## config.mk

```make
export PLATFORM = sky130hd
export DESIGN_NAME = frame_check_route_segment_unit
export DESIGN_NICKNAME = d
export VERILOG_FILES = /design/src/fcrs_pkg.sv /design/src/frame_check_route_segment_unit.sv /design/src/fcrs_ram.sv /design/src/fcrs_framer.sv /design/src/fcrs_drain.sv
export VERILOG_INCLUDE_DIRS = /design/src /design/src/src
export SDC_FILE = /design/constraint.sdc
export NUM_CORES = 1
export LEC_CHECK = 0
export ABC_CLOCK_PERIOD_IN_PS = 8200
export BUFFER_PORTS_ARGS = -buffer_cell sky130_fd_sc_hd__buf_2
export CORE_UTILIZATION = 35
export DETAILED_ROUTE_END_ITERATION = 8
export SETUP_SLACK_MARGIN = 0.05
export SKIP_CTS_REPAIR_TIMING = 1
export SLEW_MARGIN = 30
export SYNTH_ARGS = -nofsm -noshare
export SYNTH_HDL_FRONTEND = slang
export SYNTH_SLANG_ARGS = --single-unit
```

## constraint.sdc

```tcl
create_clock -name clock -period 8.2 [get_ports clock]
set_input_delay 0.41 -clock clock [delete_from_list [all_inputs] [get_ports clock]]
set_output_delay 0.41 -clock clock [all_outputs]
set_load 0.01 [all_outputs]
```

## src/frame_check_route_segment_unit_macros.svh

```systemverilog
// Assertion macros shared by the frame check and route segment unit.
`ifndef FRAME_CHECK_ROUTE_SEGMENT_UNIT_MACROS_SVH
`define FRAME_CHECK_ROUTE_SEGMENT_UNIT_MACROS_SVH

// Same-cycle implication, sampled on clock, off during reset.
`define FCRS_ASSERT_NOW(label, ante, cons, msg) \
   label: assert property (@(posedge clock) disable iff (reset) (ante) |-> (cons)) \
      else $error(msg);

// Next-cycle implication, sampled on clock, off during reset.
`define FCRS_ASSERT_NEXT(label, ante, cons, msg) \
   label: assert property (@(posedge clock) disable iff (reset) (ante) |=> (cons)) \
      else $error(msg);

`endif

```

## src/fcrs_pkg.sv

```systemverilog
// Shared types, constants and helpers of the frame check and route segment unit.
`timescale 1ns / 1ps
package fcrs_pkg;

   localparam int MAX_PAYLOAD_DEF = 64;
   localparam int SEGMENT_CHARS   = 7;
   localparam int NUM_DESTS       = 5;
   localparam int CHECK_MOD       = 16;
   localparam int CHECK_W         = $clog2(CHECK_MOD);

   localparam int DEST_W    = 3;
   localparam int STATUS_W  = 2;
   localparam int CLEN_W    = 3;
   localparam int CHARS_W   = SEGMENT_CHARS * 8;
   localparam int COUNT_W   = 32;

   localparam logic [7:0] CHAR_NEWLINE = 8'h0A;
   localparam logic [7:0] CHAR_PAD     = 8'h3F;
   localparam logic [7:0] CHAR_ZERO    = 8'h30;
   localparam logic [7:0] CHAR_NINE    = 8'h39;
   localparam logic [7:0] CHAR_UPPER_A = 8'h41;
   localparam logic [7:0] CHAR_UPPER_F = 8'h46;
   localparam logic [7:0] CHAR_LOWER_A = 8'h61;
   localparam logic [7:0] CHAR_LOWER_F = 8'h66;
   localparam logic [7:0] DEST_LO      = CHAR_ZERO + 8'(1);
   localparam logic [7:0] DEST_HI      = CHAR_ZERO + 8'(NUM_DESTS);

   typedef enum logic [STATUS_W-1:0] {
      ST_ROUTED   = 2'd0,
      ST_CHECK    = 2'd1,
      ST_DROP     = 2'd2,
      ST_OVERFLOW = 2'd3
   } frame_status_type;

   typedef struct packed {
      logic             start;
      frame_status_type status;
      logic [DEST_W-1:0] dest;
   } line_cmd_type;

   typedef logic [SEGMENT_CHARS-1:0][7:0] chunk_type;

   // {valid, value} of a hex digit character
   function automatic logic [CHECK_W:0] hex_decode(input logic [7:0] c);
      logic [CHECK_W:0] r;
      r = '0;
      if (c >= CHAR_ZERO && c <= CHAR_NINE) begin
         r = {1'b1, CHECK_W'(c - CHAR_ZERO)};
      end else if (c >= CHAR_UPPER_A && c <= CHAR_UPPER_F) begin
         r = {1'b1, CHECK_W'(c - CHAR_UPPER_A + 8'd10)};
      end else if (c >= CHAR_LOWER_A && c <= CHAR_LOWER_F) begin
         r = {1'b1, CHECK_W'(c - CHAR_LOWER_A + 8'd10)};
      end
      return r;
   endfunction

endpackage

```

## src/frame_check_route_segment_unit.sv

```systemverilog
// Top level of the frame check and route segment unit.
//
// The req channel takes one character per transfer. Characters other than newline are
// written into the line store until it is full; req_ready stays high while a line fills.
// A newline closes the line: the line is judged (check digit, destination, overflow),
// and req_ready drops while the store is read back one character per cycle unless stalled.
// Each result on the rsp channel is one chunk of up to seven payload characters.
// The characters of a chunk are read through the registered store read port before the
// chunk is sent; the drain moves on to the next chunk once the output register takes it.
// A line with an empty payload, or a dropped line, gives one result.
// The last result of a line sits in the output register while the next line fills.
// When the receiver stalls, the result holds and the drain waits; nothing is lost.
// Synchronous reset clears the line length, the frame, reject and byte counters and the
// output valid; the line store needs no clearing, as only entries of the current line
// are ever read.
`timescale 1ns / 1ps
module frame_check_route_segment_unit import fcrs_pkg::*; #(
   parameter int MAX_PAYLOAD = MAX_PAYLOAD_DEF
) (
   input  logic                clock,
   input  logic                reset,
   input  logic                req_valid,
   output logic                req_ready,
   input  logic [7:0]          req_in_char,
   output logic                rsp_valid,
   input  logic                rsp_ready,
   output logic [DEST_W-1:0]   rsp_out_dest,
   output logic [STATUS_W-1:0] rsp_frame_status,
   output logic [CHARS_W-1:0]  rsp_chunk_chars,
   output logic [CLEN_W-1:0]   rsp_chunk_len,
   output logic                rsp_chunk_last,
   output logic [COUNT_W-1:0]  rsp_frames_total,
   output logic [COUNT_W-1:0]  rsp_frames_rejected,
   output logic [COUNT_W-1:0]  rsp_dest_bytes
);

   localparam int DEPTH = MAX_PAYLOAD + 2;
   localparam int AW    = $clog2(DEPTH);
   localparam int LW    = $clog2(DEPTH + 1);

   logic               wr_en, rd_en, line_done;
   logic [AW-1:0]      wr_addr, rd_addr;
   logic [7:0]         wr_data, rd_data;
   line_cmd_type       cmd;
   logic [LW-1:0]      plen;
   logic [COUNT_W-1:0] frames_total, frames_rejected;

   fcrs_framer #(.MAX_PAYLOAD(MAX_PAYLOAD)) u_framer (
      .clock           (clock),
      .reset           (reset),
      .req_valid       (req_valid),
      .req_ready       (req_ready),
      .req_in_char     (req_in_char),
      .line_done       (line_done),
      .wr_en           (wr_en),
      .wr_addr         (wr_addr),
      .wr_data         (wr_data),
      .cmd             (cmd),
      .plen            (plen),
      .frames_total    (frames_total),
      .frames_rejected (frames_rejected)
   );

   fcrs_ram #(.WIDTH(8), .DEPTH(DEPTH)) u_line_store (
      .clock   (clock),
      .wr_en   (wr_en),
      .wr_addr (wr_addr),
      .wr_data (wr_data),
      .rd_en   (rd_en),
      .rd_addr (rd_addr),
      .rd_data (rd_data)
   );

   fcrs_drain #(.MAX_PAYLOAD(MAX_PAYLOAD)) u_drain (
      .clock               (clock),
      .reset               (reset),
      .cmd                 (cmd),
      .plen                (plen),
      .frames_total        (frames_total),
      .frames_rejected     (frames_rejected),
      .rd_en               (rd_en),
      .rd_addr             (rd_addr),
      .rd_data             (rd_data),
      .line_done           (line_done),
      .rsp_valid           (rsp_valid),
      .rsp_ready           (rsp_ready),
      .rsp_out_dest        (rsp_out_dest),
      .rsp_frame_status    (rsp_frame_status),
      .rsp_chunk_chars     (rsp_chunk_chars),
      .rsp_chunk_len       (rsp_chunk_len),
      .rsp_chunk_last      (rsp_chunk_last),
      .rsp_frames_total    (rsp_frames_total),
      .rsp_frames_rejected (rsp_frames_rejected),
      .rsp_dest_bytes      (rsp_dest_bytes)
   );

endmodule

```

## src/fcrs_ram.sv

```systemverilog
// Generic single-write, single-read RAM with registered read data.
`timescale 1ns / 1ps
module fcrs_ram #(
   parameter int WIDTH = 8,
   parameter int DEPTH = 66
) (
   input  logic                     clock,
   input  logic                     wr_en,
   input  logic [$clog2(DEPTH)-1:0] wr_addr,
   input  logic [WIDTH-1:0]         wr_data,
   input  logic                     rd_en,
   input  logic [$clog2(DEPTH)-1:0] rd_addr,
   output logic [WIDTH-1:0]         rd_data
);

   logic [WIDTH-1:0] mem_ff [DEPTH];
   logic [WIDTH-1:0] rd_data_ff;

   always_ff @(posedge clock) begin
      if (wr_en) begin
         mem_ff[wr_addr] <= wr_data;
      end
      if (rd_en) begin
         rd_data_ff <= mem_ff[rd_addr];
      end
   end

   assign rd_data = rd_data_ff;

endmodule

```

## src/fcrs_framer.sv

```systemverilog
// Line framer: stores characters, judges the line at newline, keeps frame counters.
`timescale 1ns / 1ps
module fcrs_framer import fcrs_pkg::*; #(
   parameter int MAX_PAYLOAD = MAX_PAYLOAD_DEF
) (
   input  logic                                 clock,
   input  logic                                 reset,
   input  logic                                 req_valid,
   output logic                                 req_ready,
   input  logic [7:0]                           req_in_char,
   input  logic                                 line_done,
   output logic                                 wr_en,
   output logic [$clog2(MAX_PAYLOAD+2)-1:0]     wr_addr,
   output logic [7:0]                           wr_data,
   output line_cmd_type                         cmd,
   output logic [$clog2(MAX_PAYLOAD+3)-1:0]     plen,
   output logic [COUNT_W-1:0]                   frames_total,
   output logic [COUNT_W-1:0]                   frames_rejected
);

   localparam int DEPTH = MAX_PAYLOAD + 2;
   localparam int AW    = $clog2(DEPTH);
   localparam int LW    = $clog2(DEPTH + 1);

   logic [LW-1:0]      len_ff, len_in;
   logic               ovf_ff, ovf_in;
   logic [7:0]         first_ff, first_in, last_ff, last_in;
   logic               busy_ff, busy_in;
   logic [COUNT_W-1:0] total_ff, total_in, reject_ff, reject_in;
   line_cmd_type       cmd_ff, cmd_in;
   logic [LW-1:0]      plen_ff, plen_in;

   logic               accept, is_nl, store;
   logic [CHECK_W:0]   hex;
   logic [LW-1:0]      plen_raw;
   frame_status_type   j_status;
   logic [DEST_W-1:0]  j_dest;
   logic [LW-1:0]      j_plen;
   logic               j_reject;

   assign req_ready = !busy_ff;
   assign accept    = req_valid && !busy_ff;
   assign is_nl     = (req_in_char == CHAR_NEWLINE);
   assign store     = accept && !is_nl && (len_ff < LW'(DEPTH));
   assign hex       = hex_decode(last_ff);
   assign plen_raw  = len_ff - LW'(2);

   always_comb begin
      j_status = ST_DROP;
      j_dest   = '0;
      j_plen   = plen_raw;
      j_reject = 1'b0;
      if (ovf_ff) begin
         j_status = ST_OVERFLOW;
         j_plen   = LW'(MAX_PAYLOAD);
         j_reject = 1'b1;
      end else if (len_ff < LW'(2)) begin
         j_status = ST_CHECK;
         j_plen   = '0;
         j_reject = 1'b1;
      end else if (!hex[CHECK_W] || plen_raw[CHECK_W-1:0] != hex[CHECK_W-1:0]) begin
         j_status = ST_CHECK;
         j_reject = 1'b1;
      end else if (first_ff >= DEST_LO && first_ff <= DEST_HI) begin
         j_status = ST_ROUTED;
         j_dest   = DEST_W'(first_ff - CHAR_ZERO);
      end
   end

   always_comb begin
      len_in    = len_ff;
      ovf_in    = ovf_ff;
      first_in  = first_ff;
      last_in   = last_ff;
      busy_in   = busy_ff;
      total_in  = total_ff;
      reject_in = reject_ff;
      cmd_in    = cmd_ff;
      plen_in   = plen_ff;
      cmd_in.start = 1'b0;
      if (line_done) begin
         busy_in = 1'b0;
      end
      if (store) begin
         if (len_ff == '0) begin
            first_in = req_in_char;
         end
         last_in = req_in_char;
         len_in  = len_ff + LW'(1);
      end else if (accept && !is_nl) begin
         ovf_in = 1'b1;
      end
      if (accept && is_nl) begin
         busy_in       = 1'b1;
         total_in      = total_ff + COUNT_W'(1);
         reject_in     = reject_ff + COUNT_W'(j_reject);
         len_in        = '0;
         ovf_in        = 1'b0;
         cmd_in.start  = 1'b1;
         cmd_in.status = j_status;
         cmd_in.dest   = j_dest;
         plen_in       = j_plen;
      end
   end

   always_ff @(posedge clock) begin
      if (reset) begin
         len_ff       <= '0;
         ovf_ff       <= 1'b0;
         busy_ff      <= 1'b0;
         total_ff     <= '0;
         reject_ff    <= '0;
         cmd_ff.start <= 1'b0;
      end else begin
         len_ff       <= len_in;
         ovf_ff       <= ovf_in;
         busy_ff      <= busy_in;
         total_ff     <= total_in;
         reject_ff    <= reject_in;
         cmd_ff.start <= cmd_in.start;
      end
      first_ff      <= first_in;
      last_ff       <= last_in;
      cmd_ff.status <= cmd_in.status;
      cmd_ff.dest   <= cmd_in.dest;
      plen_ff       <= plen_in;
   end

   assign wr_en           = store;
   assign wr_addr         = AW'(len_ff);
   assign wr_data         = req_in_char;
   assign cmd             = cmd_ff;
   assign plen            = plen_ff;
   assign frames_total    = total_ff;
   assign frames_rejected = reject_ff;

endmodule

```

## src/fcrs_drain.sv

```systemverilog
// Drain sequencer: reads the line store, builds chunks, keeps byte counters, drives results.
`timescale 1ns / 1ps
`include "frame_check_route_segment_unit_macros.svh"
module fcrs_drain import fcrs_pkg::*; #(
   parameter int MAX_PAYLOAD = MAX_PAYLOAD_DEF
) (
   input  logic                                 clock,
   input  logic                                 reset,
   input  line_cmd_type                         cmd,
   input  logic [$clog2(MAX_PAYLOAD+3)-1:0]     plen,
   input  logic [COUNT_W-1:0]                   frames_total,
   input  logic [COUNT_W-1:0]                   frames_rejected,
   output logic                                 rd_en,
   output logic [$clog2(MAX_PAYLOAD+2)-1:0]     rd_addr,
   input  logic [7:0]                           rd_data,
   output logic                                 line_done,
   output logic                                 rsp_valid,
   input  logic                                 rsp_ready,
   output logic [DEST_W-1:0]                    rsp_out_dest,
   output logic [STATUS_W-1:0]                  rsp_frame_status,
   output logic [CHARS_W-1:0]                   rsp_chunk_chars,
   output logic [CLEN_W-1:0]                    rsp_chunk_len,
   output logic                                 rsp_chunk_last,
   output logic [COUNT_W-1:0]                   rsp_frames_total,
   output logic [COUNT_W-1:0]                   rsp_frames_rejected,
   output logic [COUNT_W-1:0]                   rsp_dest_bytes
);

   localparam int DEPTH = MAX_PAYLOAD + 2;
   localparam int AW    = $clog2(DEPTH);
   localparam int LW    = $clog2(DEPTH + 1);
   localparam int CW    = $clog2(SEGMENT_CHARS + 1);
   localparam int IW    = $clog2(SEGMENT_CHARS);

   typedef enum logic [2:0] {
      S_IDLE = 3'b001,
      S_READ = 3'b010,
      S_EMIT = 3'b100
   } state_type;

   state_type          state_ff, state_in;
   frame_status_type   status_ff, status_in;
   logic [DEST_W-1:0]  dest_ff, dest_in;
   logic [LW-1:0]      plen_ff, plen_in, pos_ff, pos_in;
   logic [CW-1:0]      n_ff, n_in, issue_ff, issue_in;
   logic               pend_ff, pend_in;
   chunk_type          chunk_ff, chunk_in;
   logic [COUNT_W-1:0] counters_ff [NUM_DESTS+1];
   logic [COUNT_W-1:0] counters_in [NUM_DESTS+1];
   logic               rsp_valid_ff, rsp_valid_in;
   logic [DEST_W-1:0]  rsp_dest_ff, rsp_dest_in;
   frame_status_type   rsp_status_ff, rsp_status_in;
   chunk_type          rsp_chars_ff, rsp_chars_in;
   logic [CLEN_W-1:0]  rsp_len_ff, rsp_len_in;
   logic               rsp_last_ff, rsp_last_in;
   logic [COUNT_W-1:0] rsp_total_ff, rsp_total_in, rsp_rej_ff, rsp_rej_in;
   logic [COUNT_W-1:0] rsp_bytes_ff, rsp_bytes_in;

   frame_status_type   init_status;
   logic [LW-1:0]      init_plen, init_pos, init_rem;
   logic [CW-1:0]      init_n;
   logic [7:0]         init_fill;
   logic [LW-1:0]      pos_sum;
   logic               last_w, out_free;
   logic [COUNT_W-1:0] add_w, cnt_new;
   logic [CW-1:0]      cap_w;

   assign pos_sum     = pos_ff + LW'(n_ff);
   assign init_status = (state_ff == S_IDLE) ? cmd.status : status_ff;
   assign init_plen   = (state_ff == S_IDLE) ? plen : plen_ff;
   assign init_pos    = (state_ff == S_IDLE) ? '0 : pos_sum;
   assign init_rem    = init_plen - init_pos;

   always_comb begin
      if (init_status == ST_DROP) begin
         init_n = '0;
      end else if (init_rem > LW'(SEGMENT_CHARS)) begin
         init_n = CW'(SEGMENT_CHARS);
      end else begin
         init_n = CW'(init_rem);
      end
      if (init_n == '0 || init_status != ST_ROUTED) begin
         init_fill = 8'h00;
      end else begin
         init_fill = CHAR_PAD;
      end
   end

   assign last_w   = (status_ff == ST_DROP) || (pos_sum >= plen_ff);
   assign out_free = !rsp_valid_ff || rsp_ready;
   assign cap_w    = issue_ff - CW'(1);
   assign cnt_new  = counters_ff[dest_ff] + add_w;
   assign rd_en    = (state_ff == S_READ) && (issue_ff < n_ff);
   assign rd_addr  = AW'(pos_ff + LW'(issue_ff) + LW'(1));

   always_comb begin
      case (status_ff)
         ST_ROUTED: add_w = (n_ff == '0) ? '0 : COUNT_W'(SEGMENT_CHARS + 2);
         ST_DROP:   add_w = '0;
         default:   add_w = COUNT_W'(n_ff) + COUNT_W'(last_w);
      endcase
   end

   always_comb begin
      state_in      = state_ff;
      status_in     = status_ff;
      dest_in       = dest_ff;
      plen_in       = plen_ff;
      pos_in        = pos_ff;
      n_in          = n_ff;
      issue_in      = issue_ff;
      pend_in       = 1'b0;
      chunk_in      = chunk_ff;
      counters_in   = counters_ff;
      rsp_valid_in  = rsp_valid_ff && !rsp_ready;
      rsp_dest_in   = rsp_dest_ff;
      rsp_status_in = rsp_status_ff;
      rsp_chars_in  = rsp_chars_ff;
      rsp_len_in    = rsp_len_ff;
      rsp_last_in   = rsp_last_ff;
      rsp_total_in  = rsp_total_ff;
      rsp_rej_in    = rsp_rej_ff;
      rsp_bytes_in  = rsp_bytes_ff;
      line_done     = 1'b0;
      case (state_ff)
         S_IDLE: begin
            if (cmd.start) begin
               status_in = cmd.status;
               dest_in   = cmd.dest;
               plen_in   = plen;
               pos_in    = '0;
               n_in      = init_n;
               issue_in  = '0;
               chunk_in  = {SEGMENT_CHARS{init_fill}};
               state_in  = S_READ;
            end
         end
         S_READ: begin
            if (pend_ff) begin
               chunk_in[cap_w[IW-1:0]] = rd_data;
            end
            if (rd_en) begin
               issue_in = issue_ff + CW'(1);
               pend_in  = 1'b1;
            end else begin
               state_in = S_EMIT;
            end
         end
         S_EMIT: begin
            if (out_free) begin
               rsp_valid_in          = 1'b1;
               rsp_dest_in           = dest_ff;
               rsp_status_in         = status_ff;
               rsp_chars_in          = chunk_ff;
               rsp_len_in            = CLEN_W'(n_ff);
               rsp_last_in           = last_w;
               rsp_total_in          = frames_total;
               rsp_rej_in            = frames_rejected;
               rsp_bytes_in          = cnt_new;
               counters_in[dest_ff]  = cnt_new;
               if (last_w) begin
                  line_done = 1'b1;
                  state_in  = S_IDLE;
               end else begin
                  pos_in   = pos_sum;
                  n_in     = init_n;
                  issue_in = '0;
                  chunk_in = {SEGMENT_CHARS{init_fill}};
                  state_in = S_READ;
               end
            end
         end
         default: state_in = S_IDLE;
      endcase
   end

   always_ff @(posedge clock) begin
      if (reset) begin
         state_ff     <= S_IDLE;
         pend_ff      <= 1'b0;
         rsp_valid_ff <= 1'b0;
         for (int i = 0; i <= NUM_DESTS; i++) begin
            counters_ff[i] <= '0;
         end
      end else begin
         state_ff     <= state_in;
         pend_ff      <= pend_in;
         rsp_valid_ff <= rsp_valid_in;
         counters_ff  <= counters_in;
      end
      status_ff     <= status_in;
      dest_ff       <= dest_in;
      plen_ff       <= plen_in;
      pos_ff        <= pos_in;
      n_ff          <= n_in;
      issue_ff      <= issue_in;
      chunk_ff      <= chunk_in;
      rsp_dest_ff   <= rsp_dest_in;
      rsp_status_ff <= rsp_status_in;
      rsp_chars_ff  <= rsp_chars_in;
      rsp_len_ff    <= rsp_len_in;
      rsp_last_ff   <= rsp_last_in;
      rsp_total_ff  <= rsp_total_in;
      rsp_rej_ff    <= rsp_rej_in;
      rsp_bytes_ff  <= rsp_bytes_in;
   end

   assign rsp_valid           = rsp_valid_ff;
   assign rsp_out_dest        = rsp_dest_ff;
   assign rsp_frame_status    = rsp_status_ff;
   assign rsp_chunk_chars     = rsp_chars_ff;
   assign rsp_chunk_len       = rsp_len_ff;
   assign rsp_chunk_last      = rsp_last_ff;
   assign rsp_frames_total    = rsp_total_ff;
   assign rsp_frames_rejected = rsp_rej_ff;
   assign rsp_dest_bytes      = rsp_bytes_ff;

   `FCRS_ASSERT_NOW(a_start_idle, cmd.start, state_ff == S_IDLE, "line started while draining")
   `FCRS_ASSERT_NOW(a_read_in_payload, rd_en, (pos_ff + LW'(issue_ff)) < plen_ff, "read past payload")
   `FCRS_ASSERT_NOW(a_capture_index, pend_ff, issue_ff != '0, "capture without issued read")
   `FCRS_ASSERT_NEXT(a_done_idle, line_done, state_ff == S_IDLE && rsp_chunk_last, "line end not last")

endmodule

```

==> results by group <==
Critical path
  – Worst Path Required: 8.61 ns
  – Kind of critical path: flip-flop to flip-flop
  – Critical R2R Launch: u_drain.n_ff[0]
  – Worst reg2reg path depth: 23
  – Setup slack of the worst register-to-register path: 1.47 ns
  – Cell type group with the largest total delay on the critical path: compound AO/OA/AOI/OAI gates
  – Endpoint of the most critical register-to-register path: u_drain.rsp_dest_bytes[25]
  – Peak per-stage delay on the critical path: 0.84 ns
  – Crit path max fanout: 8
  – Worst setup path startpoint: u_drain.n_ff[0]
  – Capturing instance or port of the critical path: u_drain.rsp_dest_bytes[25]
  – Buf+Inv Stages, Crit Path: 4
  – Most frequent cell on the critical path: sky130_fd_sc_hd__ha_1
  – Data arrival time of the critical path: 7.14 ns
  – CP Capture Type: flip-flop
  – Worst path slowest cell: sky130_fd_sc_hd__a2111oi_4
  – Number of gates on the worst path with buffers counted: 23
  – Worst path cell trace: ha_1, inv_1, fa_1, nor2b_1, o2111ai_1, xor2_1, inv_1, ha_1, a221o_1, a31oi_1, inv_1, ha_1, ha_1, and2_1, ha_1, a21o_1, a21oi_1, nand2b_1, a2111oi_4, nand4_2, nor3_1, xor2_1, inv_1
  – Critical path startpoint category: flip-flop

Floorplan
  – Die span in y: 355 um
  – Initial core utilization: 0.353
  – Number of cell rows: 129
  – Number of I/O pins: 175
  – Core Area: 124000 um^2
  – X dimension of the die: 355 um
  – Die footprint: 126000 um^2

Yosys
  – Fraction of post-synthesis cell area in the top cell type by area: 0.555
  – Number of cells produced by synthesis: 3047
  – Synth top cells by count: 806 x sky130_fd_sc_hd__edfxtp_1, 307 x sky130_fd_sc_hd__nor2_1, 283 x sky130_fd_sc_hd__nand2_1
  – Post-synth design cell area: 43600 um^2
  – Count of distinct cell types in the synthesized netlist: 86
  – #FFs+latches synth: 1077
  – Async SR Flop Fraction: 0
  – Net Count, Synth: 3106
  – Post-synth top area cell: sky130_fd_sc_hd__edfxtp_1
  – Most used flip-flop cell after synthesis: sky130_fd_sc_hd__edfxtp_1
  – EDFF count, synth: 806
  – Synth area leaders: sky130_fd_sc_hd__edfxtp_1 56%, sky130_fd_sc_hd__dfxtp_1 12%, sky130_fd_sc_hd__mux4_2 8.5%
  – Share of the yosys chip area belonging to registers: 0.680
  – Synth Warn #: 0
  – Count leader, synth: sky130_fd_sc_hd__edfxtp_1
  – Post-synthesis area per instance: 14.3 um^2

Clocking
  – Clock latency of the later-clocked register in the worst-skew pair: 0.74 ns
  – CTS HTree Levels: 3
  – Clock buffer count from CTS: 107
  – TritonCTS clock tree: yes
  – Buffers from clock root to sink, at most: 3
  – Clock root buffer: sky130_fd_sc_hd__clkbuf_16
  – Number of clock sinks seen by CTS: 1077
  – Clock transition time at the flip-flop clock pins of the worst setup and hold paths: 0.06 ns

Power
  – Power per cell area: 360 nW/um^2
  – Leakage dissipation: 17.0 nW
  – Maximum vdd drop: 0.465 mV

Detailed routing
  – Number of detailed-route iterations in the first pass: 6
  – Sum of routed wire length over all layers: 103000 um
  – Via count: 25500
  – Average via count per standard cell: 5.16
  – Number of violations reported at the end of detailed-routing iteration 0: 2291
  – ANT nets after route: 0
  – Mean routed wirelength per cell: 20.7 um
  – Remaining design rule violation count: 0

Global routing
  – Residual overflow from global routing: 0
  – First-pass GRT wire length: 155000 um
  – Antenna violations before repair: 0
  – GRT Total Usage: 0.161
  – Vias in the first global route: 24800
  – Largest net degree at the start of global routing: 95

Layout
  – Register cell area after layout: 29600 um^2
  – Layout Utilization: 0.405
  – Final Instance Count excl. Fillers: 4952
  – Fin nets: 3283
  – Area growth from synthesis to layout: 14.7%
  – Ratio of cells with drive above 1 in the final layout: 0.187
  – Number of fillers in the final layout: 11400
  – Diodes inserted: 0
  – Area occupied by multi-input gates: 13100 um^2
  – Cell area after layout: 50000 um^2

STA
  – Headroom to the max-slew limit: 0.339
  – Period Utilization, post-route: 0.821
  – Maximum operating frequency: 149 MHz
  – Final clock skew: 0.0775 ns
  – RSZ-0062 raised after global routing: false
  – # setup viols final: 0
  – Hold violation count in the final report: 0
  – Worst hold-check slack: 0.159 ns
  – Final period demand of the worst path: 6.73 ns
  – Aggregate negative setup slack: 0 ns
  – Measured slew at the worst slew-check pin: 0.991 ns
  – Number of pins exceeding their max-slew limit in the final report: 0

Status
  – Outcome: completed

Placement
  – HPWL reported at the end of detailed placement: 62200 um
  – Placement-stage cell area: 46300 um^2
  – Placer's final routability congestion estimate: 0.826
  – Number of port buffers: 174
  – Number of cells in the design after placement: 4751

Run
  – Number of maximum-capacitance violations: 0

Min path
  – Class of the worst hold path: input port to flip-flop
  – Number of cells on the worst hold path: 2
## worst register-to-register path: stages, from the launching register on
cell                        delay (ns)
sky130_fd_sc_hd__edfxtp_1         0.45
sky130_fd_sc_hd__ha_1             0.21
sky130_fd_sc_hd__inv_1            0.06
sky130_fd_sc_hd__fa_1             0.41
sky130_fd_sc_hd__nor2b_1          0.17
sky130_fd_sc_hd__o2111ai_1        0.14
sky130_fd_sc_hd__xor2_1           0.28
sky130_fd_sc_hd__inv_1            0.08
sky130_fd_sc_hd__ha_1             0.30
sky130_fd_sc_hd__a221o_1          0.30
sky130_fd_sc_hd__a31oi_1          0.43
sky130_fd_sc_hd__inv_1            0.13
sky130_fd_sc_hd__ha_1             0.24
sky130_fd_sc_hd__ha_1             0.27
sky130_fd_sc_hd__and2_1           0.19
sky130_fd_sc_hd__ha_1             0.28
sky130_fd_sc_hd__a21o_1           0.10
sky130_fd_sc_hd__a21oi_1          0.08
sky130_fd_sc_hd__nand2b_1         0.22
sky130_fd_sc_hd__a2111oi_4        0.84
sky130_fd_sc_hd__nand4_2          0.41
sky130_fd_sc_hd__nor3_1           0.30
sky130_fd_sc_hd__xor2_1           0.47
sky130_fd_sc_hd__inv_1            0.08
## state kept, by name, summed over array words and instances (netlist names), 6 cells and up
register and flops:
u_framer.wr_addr 7, u_drain.plen_ff 7, u_drain.rsp_dest_bytes 32, u_drain.rsp_chunk_chars 56, u_framer.last_ff 8, u_framer.frames_total 32, u_framer.cmd 6, u_drain.chunk_ff 56
u_drain.rsp_frames_total 32, u_drain.counters_ff 192, u_line_store.rd_data 8, u_framer.plen 7, u_line_store.mem_ff 528, u_drain.pos_ff 7, u_framer.frames_rejected 32, u_drain.rsp_frames_rejected 32
u_framer.first_ff 8
## worst min-delay path by stage
stage | from | end | slack (ns)
after detailed placement | u_framer.cmd[0] | u_drain.dest_ff[0] | 0.40
after global routing | reset | u_drain.counters_ff[120] | 0.14
after floorplan | u_framer.cmd[0] | u_drain.dest_ff[0] | 0.40
after global placement | u_framer.cmd[2] | u_drain.dest_ff[2] | 0.40
final | reset | u_drain.counters_ff[120] | 0.16
after CTS | rsp_ready | u_drain.rsp_valid | 0.1
## cells by family after synthesis
| group | synth area share |
|---|---|
| muxes | 0.105 |
| buffers and inverters | 0.0220 |
| xor gates and xnor gates | 0.0221 |
| and+or+nand+nor | 0.0865 |
| AOI/OAI and AO/OA | 0.0705 |
| adders and majority gates | 0.0142 |
| DFF | 0.680 |
## per-stage QoR
stage / power, W / worst slack (ns)
after floorplan: 0.0110 / 2.46
after global placement: 0.0130 / 1.74
after detailed placement: 0.0131 / 1.58
after CTS: 0.0182 / 1.49
after global routing: 0.0188 / 1.09
final: 0.0180 / 1.47
## layout make-up
type	count	area share
Tap cell	1637	0.0409
Timing Repair Buffer	225	0.0258
Clock buffer	123	0.0553
Multi-Input combinational cell	1736	0.262
Clock inverter	77	0.0175
Sequential cell	1077	0.592
Inverter	77	0.00588
## power by group
group / leakage, nW / internal, W / switching [W]
registers: 9.59 / 0.00607 / 0.000107
clock network: 1.78 / 0.00289 / 0.00215
logic: 5.65 / 0.00296 / 0.00381
## metal layers
layer	routed length (um)	global-route usage	share of wire	up-vias
li1	-	-	-	11800
met3	5940	0.0257	0.058	153
met2	48000	0.255	0.47	789
met1	46400	0.229	0.45	12800
met5	0	0	0	-
met4	2110	0.0440	0.021	0
## layout by cell type, fill, tap and decap left out, types with 43 or more instances in the layout
master / count
sky130_fd_sc_hd__nand2_1: 283
sky130_fd_sc_hd__mux4_2: 164
sky130_fd_sc_hd__a21oi_1: 239
sky130_fd_sc_hd__a211oi_1: 44
sky130_fd_sc_hd__o21ai_0: 81
sky130_fd_sc_hd__buf_2: 173
sky130_fd_sc_hd__clkbuf_16: 107
sky130_fd_sc_hd__inv_1: 74
sky130_fd_sc_hd__nand3_1: 49
sky130_fd_sc_hd__xnor2_1: 43
sky130_fd_sc_hd__mux2i_1: 73
sky130_fd_sc_hd__edfxtp_1: 806
sky130_fd_sc_hd__xor2_1: 64
sky130_fd_sc_hd__buf_4: 49
sky130_fd_sc_hd__nor2_1: 303
sky130_fd_sc_hd__dfxtp_1: 271
(Power assumes the default switching activity.)
